[src/rtl/vbpc_pkg.sv]
// Shared types, widths, constants and the exp lookup table for the
// value-to-bin population coder. No dependencies.
`default_nettype none

package vbpc_pkg;

    localparam int NUM_BINS        = 16;
    localparam int EXP_TABLE_DEPTH = 256;
    localparam int EXP_SPAN        = 16;

    localparam int NB_W   = $clog2(NUM_BINS + 1);
    localparam int OFF_W  = 16;
    localparam int NP_W   = OFF_W + NB_W;
    localparam int AM_W   = NP_W + 1;
    localparam int M_W    = AM_W + 1;
    localparam int SIG_W  = 12;
    localparam int DEN_W  = SIG_W + 16;
    localparam int ZQ_W   = 15;
    localparam int REM_W  = DEN_W + ZQ_W;
    localparam int ZQ2_W  = 2 * ZQ_W;
    localparam int FRAC_SHIFT = 19;
    localparam int K_SHIFT    = 29;
    localparam int TAB_AW = $clog2(EXP_TABLE_DEPTH);
    localparam int DEP_W  = TAB_AW + 1;
    localparam int P_W    = ZQ2_W + DEP_W;
    localparam int K_W    = P_W - K_SHIFT;
    localparam int CMP_W  = (AM_W + 7 > DEN_W + 3) ? AM_W + 7 : DEN_W + 3;
    localparam int QDEPTH = 2;

    localparam logic signed [15:0] ONE_Q14     = 16'sh4000;
    localparam logic signed [15:0] NEG_ONE_Q14 = -16'sh4000;

    // config register indexes
    localparam logic [2:0] REG_BIN_MIN   = 3'd0;
    localparam logic [2:0] REG_BIN_MAX   = 3'd1;
    localparam logic [2:0] REG_NUM_BINS  = 3'd2;
    localparam logic [2:0] REG_BIN_SIGMA = 3'd3;
    localparam logic [2:0] REG_ZERO_NEG  = 3'd4;
    localparam logic [2:0] REG_ZERO_DCR  = 3'd5;

    // per-sample coding mode
    localparam logic [1:0] MODE_OUT   = 2'd0;
    localparam logic [1:0] MODE_HOT   = 2'd1;
    localparam logic [1:0] MODE_ZERO  = 2'd2;
    localparam logic [1:0] MODE_GAUSS = 2'd3;

    typedef struct packed {
        logic signed [15:0] bin_min;
        logic signed [15:0] bin_max;
        logic [4:0]         num_bins;
        logic [SIG_W-1:0]   bin_sigma;
        logic               zero_neg;
        logic               zero_dcr;
    } cfg_t;

    typedef struct packed {
        logic [1:0]            mode;
        logic [NB_W-1:0]       hot;
        logic signed [M_W-1:0] m0;
    } q_entry_t;

    typedef struct packed {
        logic [1:0] sel;
        logic [3:0] bin;
        logic       last;
    } div_tag_t;

    typedef logic [EXP_TABLE_DEPTH-1:0][15:0] exp_tab_t;

    function automatic logic [NB_W-1:0] n_eff(input logic [4:0] x);
        logic [NB_W-1:0] r;
        if (x == 5'd0)
            r = NB_W'(1);
        else if (int'(x) > NUM_BINS)
            r = NB_W'(NUM_BINS);
        else
            r = NB_W'(x);
        return r;
    endfunction

    // geometric series of exp(-EXP_SPAN/DEPTH) in Q31, rounded to Q1.14
    function automatic exp_tab_t build_exp_tab();
        exp_tab_t           tab;
        logic [63:0]        y;
        logic [63:0]        term;
        logic [63:0]        v;
        logic [63:0]        r;
        logic signed [63:0] sum;
        y    = (64'(EXP_SPAN) << 31) / 64'(EXP_TABLE_DEPTH);
        term = 64'd1 << 31;
        sum  = $signed(term);
        for (int k = 1; k <= 24; k++)
        begin
            term = ((term * y) >> 31) / 64'(k);
            if ((k & 1) != 0)
                sum = sum - $signed(term);
            else
                sum = sum + $signed(term);
        end
        r = sum;
        v = 64'd1 << 31;
        for (int i = 0; i < EXP_TABLE_DEPTH; i++)
        begin
            tab[i] = 16'((v + (64'd1 << 16)) >> 17);
            v = (v * r + (64'd1 << 30)) >> 31;
        end
        return tab;
    endfunction

    localparam exp_tab_t EXP_TAB = build_exp_tab();

endpackage

`default_nettype wire

[src/rtl/vbpc_front.sv]
// Front end: buffers one sample, clamps it, classifies the coding mode and
// works out the one-hot bin and the first bin's distance term. Uses vbpc_pkg.
`default_nettype none

module vbpc_front import vbpc_pkg::*;
(
    input  logic        clk,
    input  logic        rst_n,
    input  cfg_t        cfg,
    input  logic        s_axis_tvalid,
    output logic        s_axis_tready,
    input  logic [15:0] s_axis_tdata,   // [15:0] sample
    output logic        push,
    output q_entry_t    push_entry,
    input  logic        full
);

    localparam int CNT_W = $clog2(NB_W + 1);

    localparam logic [2:0] ST_IDLE = 3'd0;
    localparam logic [2:0] ST_MUL  = 3'd1;
    localparam logic [2:0] ST_M0   = 3'd2;
    localparam logic [2:0] ST_DIV  = 3'd3;
    localparam logic [2:0] ST_PUSH = 3'd4;

    logic [2:0]            state_reg, state_next;
    logic                  hold_valid_reg, hold_valid_next;
    logic signed [15:0]    hold_sample_reg;
    logic signed [15:0]    v_reg;
    logic                  dcr_reg;
    logic [1:0]            mode_reg;
    logic [15:0]           range_u_reg;
    logic                  range_pos_reg;
    logic [NB_W-1:0]       n_reg;
    logic [NP_W-1:0]       nprod_reg;
    logic [NP_W-1:0]       acc_reg;
    logic [NB_W-1:0]       q_reg;
    logic [CNT_W-1:0]      cnt_reg;
    logic signed [M_W-1:0] m0_reg;

    logic                  take;
    logic signed [15:0]    v_clamp;
    logic signed [16:0]    off17;
    logic signed [16:0]    range17;
    logic                  range_pos;
    logic [NB_W-1:0]       n_cur;
    logic [NP_W-1:0]       trial;
    logic                  ge;
    logic [1:0]            mode_now;
    logic [NB_W-1:0]       hot_sat;

    assign s_axis_tready = !hold_valid_reg;
    assign take = (state_reg == ST_IDLE) && hold_valid_reg;

    always_comb
    begin
        if (hold_sample_reg < cfg.bin_min)
            v_clamp = cfg.bin_min;
        else if (hold_sample_reg > cfg.bin_max)
            v_clamp = cfg.bin_max;
        else
            v_clamp = hold_sample_reg;

        off17     = {v_reg[15], v_reg} - {cfg.bin_min[15], cfg.bin_min};
        range17   = {cfg.bin_max[15], cfg.bin_max} - {cfg.bin_min[15], cfg.bin_min};
        range_pos = !range17[16] && (range17 != 17'sd0);
        n_cur     = n_eff(cfg.num_bins);

        priority if (dcr_reg)
            mode_now = MODE_OUT;
        else if (cfg.bin_sigma == '0)
            mode_now = MODE_HOT;
        else if (!range_pos)
            mode_now = MODE_ZERO;
        else
            mode_now = MODE_GAUSS;

        trial = NP_W'(range_u_reg) << cnt_reg;
        ge    = acc_reg >= trial;

        if (!range_pos_reg)
            hot_sat = '0;
        else if (q_reg >= n_reg)
            hot_sat = n_reg - NB_W'(1);
        else
            hot_sat = q_reg;

        hold_valid_next = hold_valid_reg;
        if (s_axis_tvalid && s_axis_tready)
            hold_valid_next = 1'b1;
        else if (take)
            hold_valid_next = 1'b0;

        state_next = state_reg;
        unique case (state_reg)
            ST_IDLE: if (hold_valid_reg) state_next = ST_MUL;
            ST_MUL:  state_next = ST_M0;
            ST_M0:   state_next = ST_DIV;
            ST_DIV:  if (cnt_reg == '0) state_next = ST_PUSH;
            ST_PUSH: if (!full) state_next = ST_IDLE;
            default: state_next = ST_IDLE;
        endcase
    end

    assign push             = (state_reg == ST_PUSH) && !full;
    assign push_entry.mode  = mode_reg;
    assign push_entry.hot   = hot_sat;
    assign push_entry.m0    = m0_reg;

    always_ff @(posedge clk or negedge rst_n)
    begin
        if (!rst_n)
        begin
            state_reg      <= ST_IDLE;
            hold_valid_reg <= 1'b0;
        end
        else
        begin
            state_reg      <= state_next;
            hold_valid_reg <= hold_valid_next;
        end
    end

    always_ff @(posedge clk)
    begin
        if (s_axis_tvalid && s_axis_tready)
            hold_sample_reg <= s_axis_tdata;
        if (take)
        begin
            v_reg   <= v_clamp;
            dcr_reg <= cfg.zero_dcr && (v_clamp == 16'sd0);
        end
        if (state_reg == ST_MUL)
        begin
            nprod_reg     <= NP_W'(off17[15:0]) * NP_W'(n_cur);
            n_reg         <= n_cur;
            range_u_reg   <= range17[15:0];
            range_pos_reg <= range_pos;
            mode_reg      <= mode_now;
        end
        if (state_reg == ST_M0)
        begin
            acc_reg <= nprod_reg;
            q_reg   <= '0;
            cnt_reg <= CNT_W'(NB_W - 1);
            m0_reg  <= $signed({1'b0, nprod_reg, 1'b0}) - $signed(M_W'(range_u_reg));
        end
        if (state_reg == ST_DIV)
        begin
            if (ge)
            begin
                acc_reg <= acc_reg - trial;
                q_reg   <= q_reg | (NB_W'(1) << cnt_reg);
            end
            if (cnt_reg != '0)
                cnt_reg <= cnt_reg - CNT_W'(1);
        end
    end

endmodule

`default_nettype wire

[src/rtl/vbpc_fifo.sv]
// Short request queue between the front end and the back end.
// Uses vbpc_pkg for the entry type and depth.
`default_nettype none

module vbpc_fifo import vbpc_pkg::*;
(
    input  logic     clk,
    input  logic     rst_n,
    input  logic     push,
    input  q_entry_t push_entry,
    output logic     full,
    input  logic     pop,
    output q_entry_t pop_entry,
    output logic     valid
);

    localparam int QA_W = (QDEPTH > 1) ? $clog2(QDEPTH) : 1;
    localparam int QC_W = $clog2(QDEPTH + 1);

    q_entry_t        mem_reg [QDEPTH];
    logic [QA_W-1:0] wr_ptr_reg, wr_ptr_next;
    logic [QA_W-1:0] rd_ptr_reg, rd_ptr_next;
    logic [QC_W-1:0] count_reg, count_next;

    assign full      = (count_reg == QC_W'(QDEPTH));
    assign valid     = (count_reg != '0);
    assign pop_entry = mem_reg[rd_ptr_reg];

    always_comb
    begin
        wr_ptr_next = wr_ptr_reg;
        rd_ptr_next = rd_ptr_reg;
        count_next  = count_reg;
        if (push)
            wr_ptr_next = (wr_ptr_reg == QA_W'(QDEPTH - 1)) ? '0 : wr_ptr_reg + QA_W'(1);
        if (pop)
            rd_ptr_next = (rd_ptr_reg == QA_W'(QDEPTH - 1)) ? '0 : rd_ptr_reg + QA_W'(1);
        if (push && !pop)
            count_next = count_reg + QC_W'(1);
        else if (pop && !push)
            count_next = count_reg - QC_W'(1);
    end

    always_ff @(posedge clk or negedge rst_n)
    begin
        if (!rst_n)
        begin
            wr_ptr_reg <= '0;
            rd_ptr_reg <= '0;
            count_reg  <= '0;
        end
        else
        begin
            wr_ptr_reg <= wr_ptr_next;
            rd_ptr_reg <= rd_ptr_next;
            count_reg  <= count_next;
        end
    end

    always_ff @(posedge clk)
    begin
        if (push)
            mem_reg[wr_ptr_reg] <= push_entry;
    end

endmodule

`default_nettype wire

[src/rtl/vbpc_zq_div.sv]
// Pipelined restoring divider, one quotient bit per stage:
// zq = (am << 19) / den, valid while zq < 2^ZQ_W. Uses vbpc_pkg.
`default_nettype none

module vbpc_zq_div import vbpc_pkg::*;
(
    input  logic            clk,
    input  logic            rst_n,
    input  logic            en,
    input  logic            in_valid,
    input  logic [AM_W-1:0] in_am,
    input  div_tag_t        in_tag,
    input  logic [DEN_W-1:0] den,
    output logic            out_valid,
    output logic [ZQ_W-1:0] out_zq,
    output div_tag_t        out_tag
);

    logic [ZQ_W-1:0]  vld_reg;
    logic [REM_W-1:0] rem_reg [ZQ_W];
    logic [ZQ_W-1:0]  q_reg   [ZQ_W];
    div_tag_t         tag_reg [ZQ_W];

    for (genvar s = 0; s < ZQ_W; s++)
    begin : g_stage
        logic [REM_W-1:0] rem_in;
        logic [REM_W-1:0] trial;
        logic [ZQ_W-1:0]  q_in;
        div_tag_t         tag_in;
        logic             vld_in;
        logic             ge;

        if (s == 0)
        begin : g_first
            assign rem_in = REM_W'({in_am, {FRAC_SHIFT{1'b0}}});
            assign q_in   = '0;
            assign tag_in = in_tag;
            assign vld_in = in_valid;
        end
        else
        begin : g_next
            assign rem_in = rem_reg[s-1];
            assign q_in   = q_reg[s-1];
            assign tag_in = tag_reg[s-1];
            assign vld_in = vld_reg[s-1];
        end

        assign trial = REM_W'(den) << (ZQ_W - 1 - s);
        assign ge    = rem_in >= trial;

        always_ff @(posedge clk or negedge rst_n)
        begin
            if (!rst_n)
                vld_reg[s] <= 1'b0;
            else if (en)
                vld_reg[s] <= vld_in;
        end

        always_ff @(posedge clk)
        begin
            if (en)
            begin
                rem_reg[s] <= ge ? rem_in - trial : rem_in;
                q_reg[s]   <= ge ? (q_in | (ZQ_W'(1) << (ZQ_W - 1 - s))) : q_in;
                tag_reg[s] <= tag_in;
            end
        end
    end

    assign out_valid = vld_reg[ZQ_W-1];
    assign out_zq    = q_reg[ZQ_W-1];
    assign out_tag   = tag_reg[ZQ_W-1];

endmodule

`default_nettype wire

[src/rtl/vbpc_back.sv]
// Back end: walks the bins of each queued request, one per cycle unless the output stalls,
// through the distance divider, squarer and exp table. Uses vbpc_pkg, vbpc_zq_div.
`default_nettype none

module vbpc_back import vbpc_pkg::*;
(
    input  logic               clk,
    input  logic               rst_n,
    input  cfg_t               cfg,
    input  logic               q_valid,
    input  q_entry_t           q_entry,
    output logic               q_pop,
    output logic               out_valid,
    input  logic               out_ready,
    output logic [3:0]         out_bin,
    output logic signed [15:0] out_act,
    output logic               out_last
);

    localparam logic [1:0] SEL_OUT   = 2'd0;
    localparam logic [1:0] SEL_ONE   = 2'd1;
    localparam logic [1:0] SEL_ZERO  = 2'd2;
    localparam logic [1:0] SEL_GAUSS = 2'd3;

    // config-derived terms; the user keeps cfg stable while requests are in flight, unenforced by the block
    logic [NB_W-1:0]    n_reg;
    logic [16:0]        two_r_reg;
    logic [DEN_W-1:0]   den_reg;
    logic [DEN_W+2:0]   den6_reg;
    logic signed [15:0] outv_reg;
    logic [15:0]        range_u;

    logic                  cur_valid_reg;
    logic [1:0]            cur_mode_reg;
    logic [NB_W-1:0]       cur_hot_reg;
    logic [NB_W-1:0]       bin_reg;
    logic signed [M_W-1:0] m_reg;

    logic            iss_valid_reg;
    logic [AM_W-1:0] iss_am_reg;
    div_tag_t        iss_tag_reg;

    logic            dv;
    logic [ZQ_W-1:0] dz;
    div_tag_t        dtag;

    logic             sq_valid_reg;
    logic [ZQ2_W-1:0] sq_zq2_reg;
    div_tag_t         sq_tag_reg;

    logic               out_valid_reg;
    logic signed [15:0] out_act_reg;
    logic [3:0]         out_bin_reg;
    logic               out_last_reg;

    logic                  en;
    logic                  last_bin;
    logic                  issue;
    logic signed [M_W-1:0] m_abs;
    logic [AM_W-1:0]       am;
    logic                  big;
    logic [1:0]            sel_now;
    logic [P_W-1:0]        kprod;
    logic [K_W-1:0]        kk;
    logic [15:0]           tab_val;
    logic signed [15:0]    act_next;

    assign range_u  = cfg.bin_max - cfg.bin_min;
    assign en       = !out_valid_reg || out_ready;
    assign last_bin = (bin_reg == n_reg - NB_W'(1));
    assign issue    = en && cur_valid_reg;
    assign q_pop    = q_valid && (!cur_valid_reg || (issue && last_bin));

    always_comb
    begin
        m_abs = m_reg[M_W-1] ? -m_reg : m_reg;
        am    = m_abs[AM_W-1:0];
        big   = CMP_W'({am, 7'b0}) >= CMP_W'(den6_reg);

        unique case (cur_mode_reg)
            MODE_OUT:   sel_now = SEL_OUT;
            MODE_HOT:   sel_now = (bin_reg == cur_hot_reg) ? SEL_ONE : SEL_OUT;
            MODE_ZERO:  sel_now = SEL_ZERO;
            MODE_GAUSS: sel_now = big ? SEL_ZERO : SEL_GAUSS;
        endcase

        kprod = P_W'(sq_zq2_reg) * P_W'(EXP_TABLE_DEPTH);
        kk    = kprod[P_W-1:K_SHIFT];
        if (kk < K_W'(EXP_TABLE_DEPTH))
            tab_val = EXP_TAB[kk[TAB_AW-1:0]];
        else
            tab_val = '0;

        act_next = '0;
        unique case (sq_tag_reg.sel)
            SEL_OUT:   act_next = outv_reg;
            SEL_ONE:   act_next = ONE_Q14;
            SEL_ZERO:  act_next = '0;
            SEL_GAUSS: act_next = $signed(tab_val);
        endcase
    end

    always_ff @(posedge clk)
    begin
        n_reg     <= n_eff(cfg.num_bins);
        two_r_reg <= {range_u, 1'b0};
        den_reg   <= DEN_W'(cfg.bin_sigma) * DEN_W'(range_u);
        den6_reg  <= (DEN_W + 3)'(den_reg) * (DEN_W + 3)'(6);
        outv_reg  <= cfg.zero_neg ? 16'sd0 : NEG_ONE_Q14;
    end

    always_ff @(posedge clk or negedge rst_n)
    begin
        if (!rst_n)
        begin
            cur_valid_reg <= 1'b0;
            iss_valid_reg <= 1'b0;
            sq_valid_reg  <= 1'b0;
            out_valid_reg <= 1'b0;
        end
        else
        begin
            if (q_pop)
                cur_valid_reg <= 1'b1;
            else if (issue && last_bin)
                cur_valid_reg <= 1'b0;
            if (en)
            begin
                iss_valid_reg <= cur_valid_reg;
                sq_valid_reg  <= dv;
                out_valid_reg <= sq_valid_reg;
            end
        end
    end

    always_ff @(posedge clk)
    begin
        if (q_pop)
        begin
            cur_mode_reg <= q_entry.mode;
            cur_hot_reg  <= q_entry.hot;
            bin_reg      <= '0;
            m_reg        <= q_entry.m0;
        end
        else if (issue)
        begin
            bin_reg <= bin_reg + NB_W'(1);
            m_reg   <= m_reg - $signed(M_W'(two_r_reg));
        end
        if (en)
        begin
            iss_am_reg       <= am;
            iss_tag_reg.sel  <= sel_now;
            iss_tag_reg.bin  <= 4'(bin_reg);
            iss_tag_reg.last <= last_bin;
            sq_zq2_reg       <= ZQ2_W'(dz) * ZQ2_W'(dz);
            sq_tag_reg       <= dtag;
            out_act_reg      <= act_next;
            out_bin_reg      <= sq_tag_reg.bin;
            out_last_reg     <= sq_tag_reg.last;
        end
    end

    vbpc_zq_div u_div
    (
        .clk       (clk),
        .rst_n     (rst_n),
        .en        (en),
        .in_valid  (iss_valid_reg),
        .in_am     (iss_am_reg),
        .in_tag    (iss_tag_reg),
        .den       (den_reg),
        .out_valid (dv),
        .out_zq    (dz),
        .out_tag   (dtag)
    );

    assign out_valid = out_valid_reg;
    assign out_act   = out_act_reg;
    assign out_bin   = out_bin_reg;
    assign out_last  = out_last_reg;

endmodule

`default_nettype wire

[src/rtl/value_to_bin_population_code.sv]
// Top level of the value-to-bin population coder: config registers, front
// end, request queue and back end. Uses vbpc_pkg, vbpc_front, vbpc_fifo, vbpc_back.
//
//  channel  | dir | handshake                    | payload
//  ---------+-----+------------------------------+--------------------------------
//  s_axis   | in  | s_axis_tvalid/s_axis_tready  | tdata[15:0] sample
//  m_axis   | out | m_axis_tvalid/m_axis_tready  | tdata[3:0] bin_index,
//           |     |                              | tdata[19:4] activity, tlast last
//  cfg      | in  | cfg_we                       | cfg_index, cfg_data[15:0]
//
// A sample yields num_bins results (0 counts as 1, above 16 as 16), one per cycle
// from the back pipeline while m_axis is not stalled; the front end works through
// clamp, multiply, first distance term, a 5-step bin quotient and the queue push
// for each sample, and its input buffer can take the next sample meanwhile.
// Reset clears all handshake state and loads the register reset values.
// A stall on m_axis freezes the back pipeline; the 2-entry queue lets the
// front end run ahead until it fills, then s_axis_tready drops.
`default_nettype none

module value_to_bin_population_code import vbpc_pkg::*;
(
    input  logic        clk,
    input  logic        rst_n,
    input  logic        s_axis_tvalid,
    output logic        s_axis_tready,
    input  logic [15:0] s_axis_tdata,   // [15:0] sample
    output logic        m_axis_tvalid,
    input  logic        m_axis_tready,
    output logic [23:0] m_axis_tdata,   // [3:0] bin_index, [19:4] activity, [23:20] zero
    output logic        m_axis_tlast,
    input  logic        cfg_we,
    input  logic [2:0]  cfg_index,
    input  logic [15:0] cfg_data
);

    cfg_t               cfg_reg;
    logic               push;
    q_entry_t           push_entry;
    logic               full;
    logic               pop;
    q_entry_t           pop_entry;
    logic               q_valid;
    logic [3:0]         out_bin;
    logic signed [15:0] out_act;

    always_ff @(posedge clk or negedge rst_n)
    begin
        if (!rst_n)
        begin
            cfg_reg.bin_min   <= 16'sd0;
            cfg_reg.bin_max   <= 16'sd256;
            cfg_reg.num_bins  <= 5'd16;
            cfg_reg.bin_sigma <= '0;
            cfg_reg.zero_neg  <= 1'b0;
            cfg_reg.zero_dcr  <= 1'b0;
        end
        else if (cfg_we)
        begin
            unique case (cfg_index)
                REG_BIN_MIN:   cfg_reg.bin_min   <= cfg_data;
                REG_BIN_MAX:   cfg_reg.bin_max   <= cfg_data;
                REG_NUM_BINS:  cfg_reg.num_bins  <= cfg_data[4:0];
                REG_BIN_SIGMA: cfg_reg.bin_sigma <= cfg_data[SIG_W-1:0];
                REG_ZERO_NEG:  cfg_reg.zero_neg  <= cfg_data[0];
                REG_ZERO_DCR:  cfg_reg.zero_dcr  <= cfg_data[0];
                default: ;
            endcase
        end
    end

    vbpc_front u_front
    (
        .clk           (clk),
        .rst_n         (rst_n),
        .cfg           (cfg_reg),
        .s_axis_tvalid (s_axis_tvalid),
        .s_axis_tready (s_axis_tready),
        .s_axis_tdata  (s_axis_tdata),
        .push          (push),
        .push_entry    (push_entry),
        .full          (full)
    );

    vbpc_fifo u_fifo
    (
        .clk        (clk),
        .rst_n      (rst_n),
        .push       (push),
        .push_entry (push_entry),
        .full       (full),
        .pop        (pop),
        .pop_entry  (pop_entry),
        .valid      (q_valid)
    );

    vbpc_back u_back
    (
        .clk       (clk),
        .rst_n     (rst_n),
        .cfg       (cfg_reg),
        .q_valid   (q_valid),
        .q_entry   (pop_entry),
        .q_pop     (pop),
        .out_valid (m_axis_tvalid),
        .out_ready (m_axis_tready),
        .out_bin   (out_bin),
        .out_act   (out_act),
        .out_last  (m_axis_tlast)
    );

    assign m_axis_tdata = {4'b0000, out_act, out_bin};

endmodule

`default_nettype wire

[config.mk]
export PLATFORM = sky130hd
export DESIGN_NAME = value_to_bin_population_code
export DESIGN_NICKNAME = d
export VERILOG_FILES = /design/src/rtl/vbpc_pkg.sv /design/src/rtl/vbpc_front.sv /design/src/rtl/vbpc_fifo.sv /design/src/rtl/vbpc_zq_div.sv /design/src/rtl/vbpc_back.sv /design/src/rtl/value_to_bin_population_code.sv
export SDC_FILE = /design/constraint.sdc
export NUM_CORES = 2
export LEC_CHECK = 0
export BUFFER_PORTS_ARGS = -buffer_cell sky130_fd_sc_hd__buf_2
export CAP_MARGIN = 0
export CORE_MARGIN = 5
export CORE_UTILIZATION = 50
export DETAILED_ROUTE_END_ITERATION = 12
export PLACE_DENSITY = 0.65
export SYNTH_ARGS = -nofsm -noshare
export SYNTH_HDL_FRONTEND = slang
export SYNTH_SLANG_ARGS = --single-unit
[constraint.sdc]
create_clock -name clk -period 40.8 [get_ports clk]
set_input_delay 6.12 -clock clk [delete_from_list [all_inputs] [get_ports clk]]
set_output_delay 6.12 -clock clk [all_outputs]
set_load 0.02 [all_outputs]
==> impl_metrics.json <==
{
  "status": "completed",
  "antenna_found_initial": 4,
  "final_cell_mix": "edfxtp_1, nand2_1, ha_1",
  "hold_slack_ns": 0.4097,
  "async_flop_share_pct": 6.577,
  "reg2reg_from": "u_back.u_div.q_reg[1][104]",
  "cp-start-kind": "input pin",
  "wl_per_cell_um": 20.05,
  "clock-sinks": 1186,
  "ys_warn_count": 0,
  "postCtsHoldBufs": 0,
  "fin_crit_ns": 9.689,
  "tritoncts": "built",
  "track_usage_pct": 24.05,
  "die_h_um": 424.0,
  "setup_viol_count_final": 0,
  "rows": 152,
  "synth_area_per_cell_um2": 10.08,
  "cts_resized": 0,
  "synth_ff_type": "edfxtp_1",
  "synth_cell_type_count": 95,
  "drt_iter0_drc": 4867,
  "synthTopCellsByArea": "edfxtp_1, ha_1, fa_1",
  "yosys.area.top_type": "edfxtp_1",
  "via_per_inst": 5.783,
  "synth-xor-area-share_pct": 5.949,
  "first_pass_iters": 5,
  "post_cts.repair.setup_buffers": 0,
  "num_vias": 63020,
  "ff2ff_path_depth": 25,
  "grt.overflow.total": 0,
  "synthesis.area_um2": 85680,
  "final_common_cell": "edfxtp_1",
  "synth_simple_gate_area_share_pct": 13.78,
  "root_buffer": "clkbuf_16",
  "totalWireLength_mm": 218.4,
  "synth_top_family_by_area": "adder cells",
  "clk_latency_ns": 0.79,
  "ys_seq_area_share_pct": 39.61,
  "reg2reg_slack_ns": 31.89,
  "min_to": "u_back.u_div.tag_reg[12][5]",
  "critical_path.top_delay_family": "buffers and inverters",
  "slowest_stage": "ha_1",
  "fp.dieArea_um2": 179700,
  "critPathCaptureType": "register",
  "critPathMaxStageDelay_ns": 0.65,
  "tightest_slew_ns": 1.193,
  "path_clk_slew_ns": 0.06,
  "cp_cell_sequence": "buf_2 > nor2b_4 > buf_4 > inv_8 > nand2_1 > mux2i_1 > or2_2 > clkinv_1 > ha_1 > nand2_1 > nor3b_1 > a211oi_1 > o31ai_1 > o311ai_0",
  "clockBufferDepth": 3,
  "drv_slew": 0,
  "nets": 9720,
  "synth_cells": 8498,
  "ios": 67,
  "period_share_pct": 23.75,
  "max_cap_viol_count": 0,
  "relSlewSlack_pct": 20.50,
  "largest_reg_flops": 497,
  "ant_nets": 0,
  "hold_viol": 0,
  "drc": 0,
  "holdCritStartpoint": "u_back.u_div.tag_reg[11][5]",
  "crit_buf_inv": 4,
  "synth.mux.area_fraction_pct": 2.450,
  "core_area_um2": 171000,
  "synth-seq-cells": 1186,
  "synthAdderAreaFrac_pct": 19.49,
  "required_ns": 41.43,
  "tns_ns": 0,
  "synth_top_area_share_pct": 34.31,
  "syn2layout_area_growth_pct": 9.092,
  "hpwl_mm": 160.3,
  "synth_compound_area_share_pct": 14.35,
  "gp_congestion": 0.8850,
  "htreeDepth": 4,
  "max_clock_freq_mhz": 103.2,
  "grt_pass1_vias": 61610,
  "grt_max_degree": 206,
  "drive_above_1_share_pct": 6.430,
  "hp-class": "reg -> reg",
  "critPathMostFrequentCell": "nand2_1",
  "clock-skew-final_ns": 0.04068,
  "cts-buffers-inserted": 138,
  "grt_setup_unrepaired": "false",
  "die_x_um": 424.0,
  "path_max_fanout": 114,
  "whs_path_depth": 0,
  "grt_pass1_wl_mm": 344.3,
  "synth_edf_count": 979,
  "initial_utilization_pct": 50.11,
  "place.port_buffers": 62,
  "final_util_pct": 54.67,
  "crit_type": "in -> reg",
  "cp.arrival_ns": 10.32
}
## through the flow
stage | cells | cell area, µm² | setup WS (ns)
CTS | 10900 | 93470 | 31.20
finish | 10900 | 93470 | 31.11
global placement | 10640 | 88710 | 30.30
detailed placement | 10640 | 88710 | 30.35
floorplan | 8501 | 85690 | 11.43
global route | 10900 | 93470 | 30.85
## logic make-up after synthesis
family                   Yosys count
buffers and inverters            988
other                              1
flip-flops                      1186
XOR/XNOR                         582
adder cells (fa/ha/maj)         1131
multiplexers                     189
AO/OA/AOI/OAI                   1941
AND/OR/NAND/NOR                 2480
## cell usage after synthesis (all sizes together), types with 89 or more instances
master / instances
nor3: 160
and2: 176
nand3: 126
fa: 339
edfxtp: 979
dfxtp: 129
mux2i: 104
xnor2: 345
a21o: 217
nor2: 578
nand4: 91
nand2b: 97
o21a: 89
nand2: 850
inv: 739
clkbuf: 204
ha: 792
o21ai: 505
nor2b: 105
xor2: 237
a21oi: 535
## layer usage
metal | global-route usage (%) | routed length [µm]
met1 | 33.10 | 97430
met2 | 40.15 | 103900
met3 | 3.407 | 11660
met4 | 6.192 | 5466
met5 | 0 | 0
## area by class of cell
| class | count | area (µm²) |
|---|---|---|
| Clock buffer | 172 | 3776 |
| Inverter | 744 | 2800 |
| Fill cell | 14790 | 77500 |
| Clock inverter | 82 | 988.4 |
| Timing Repair Buffer | 152 | 1013 |
| Antenna cell | 1 | 2.502 |
| Multi-Input combinational cell | 6327 | 48160 |
| Sequential cell | 1186 | 33940 |
| Tap cell | 2233 | 2794 |
## worst max path at each step
stage                       start                   end  depth (start not counted)
detailed placement  m_axis_tready              register                         14
global placement    m_axis_tready              register                         14
CTS                 m_axis_tready              register                         14
global route        m_axis_tready              register                         14
finish              m_axis_tready              register                         14
floorplan           m_axis_tready  u_back.iss_am_reg[0]                          4
Power is left out: the tool's default activity adds up to more than one toggle a clock period on the data nets, which glitch-free logic cannot reach.
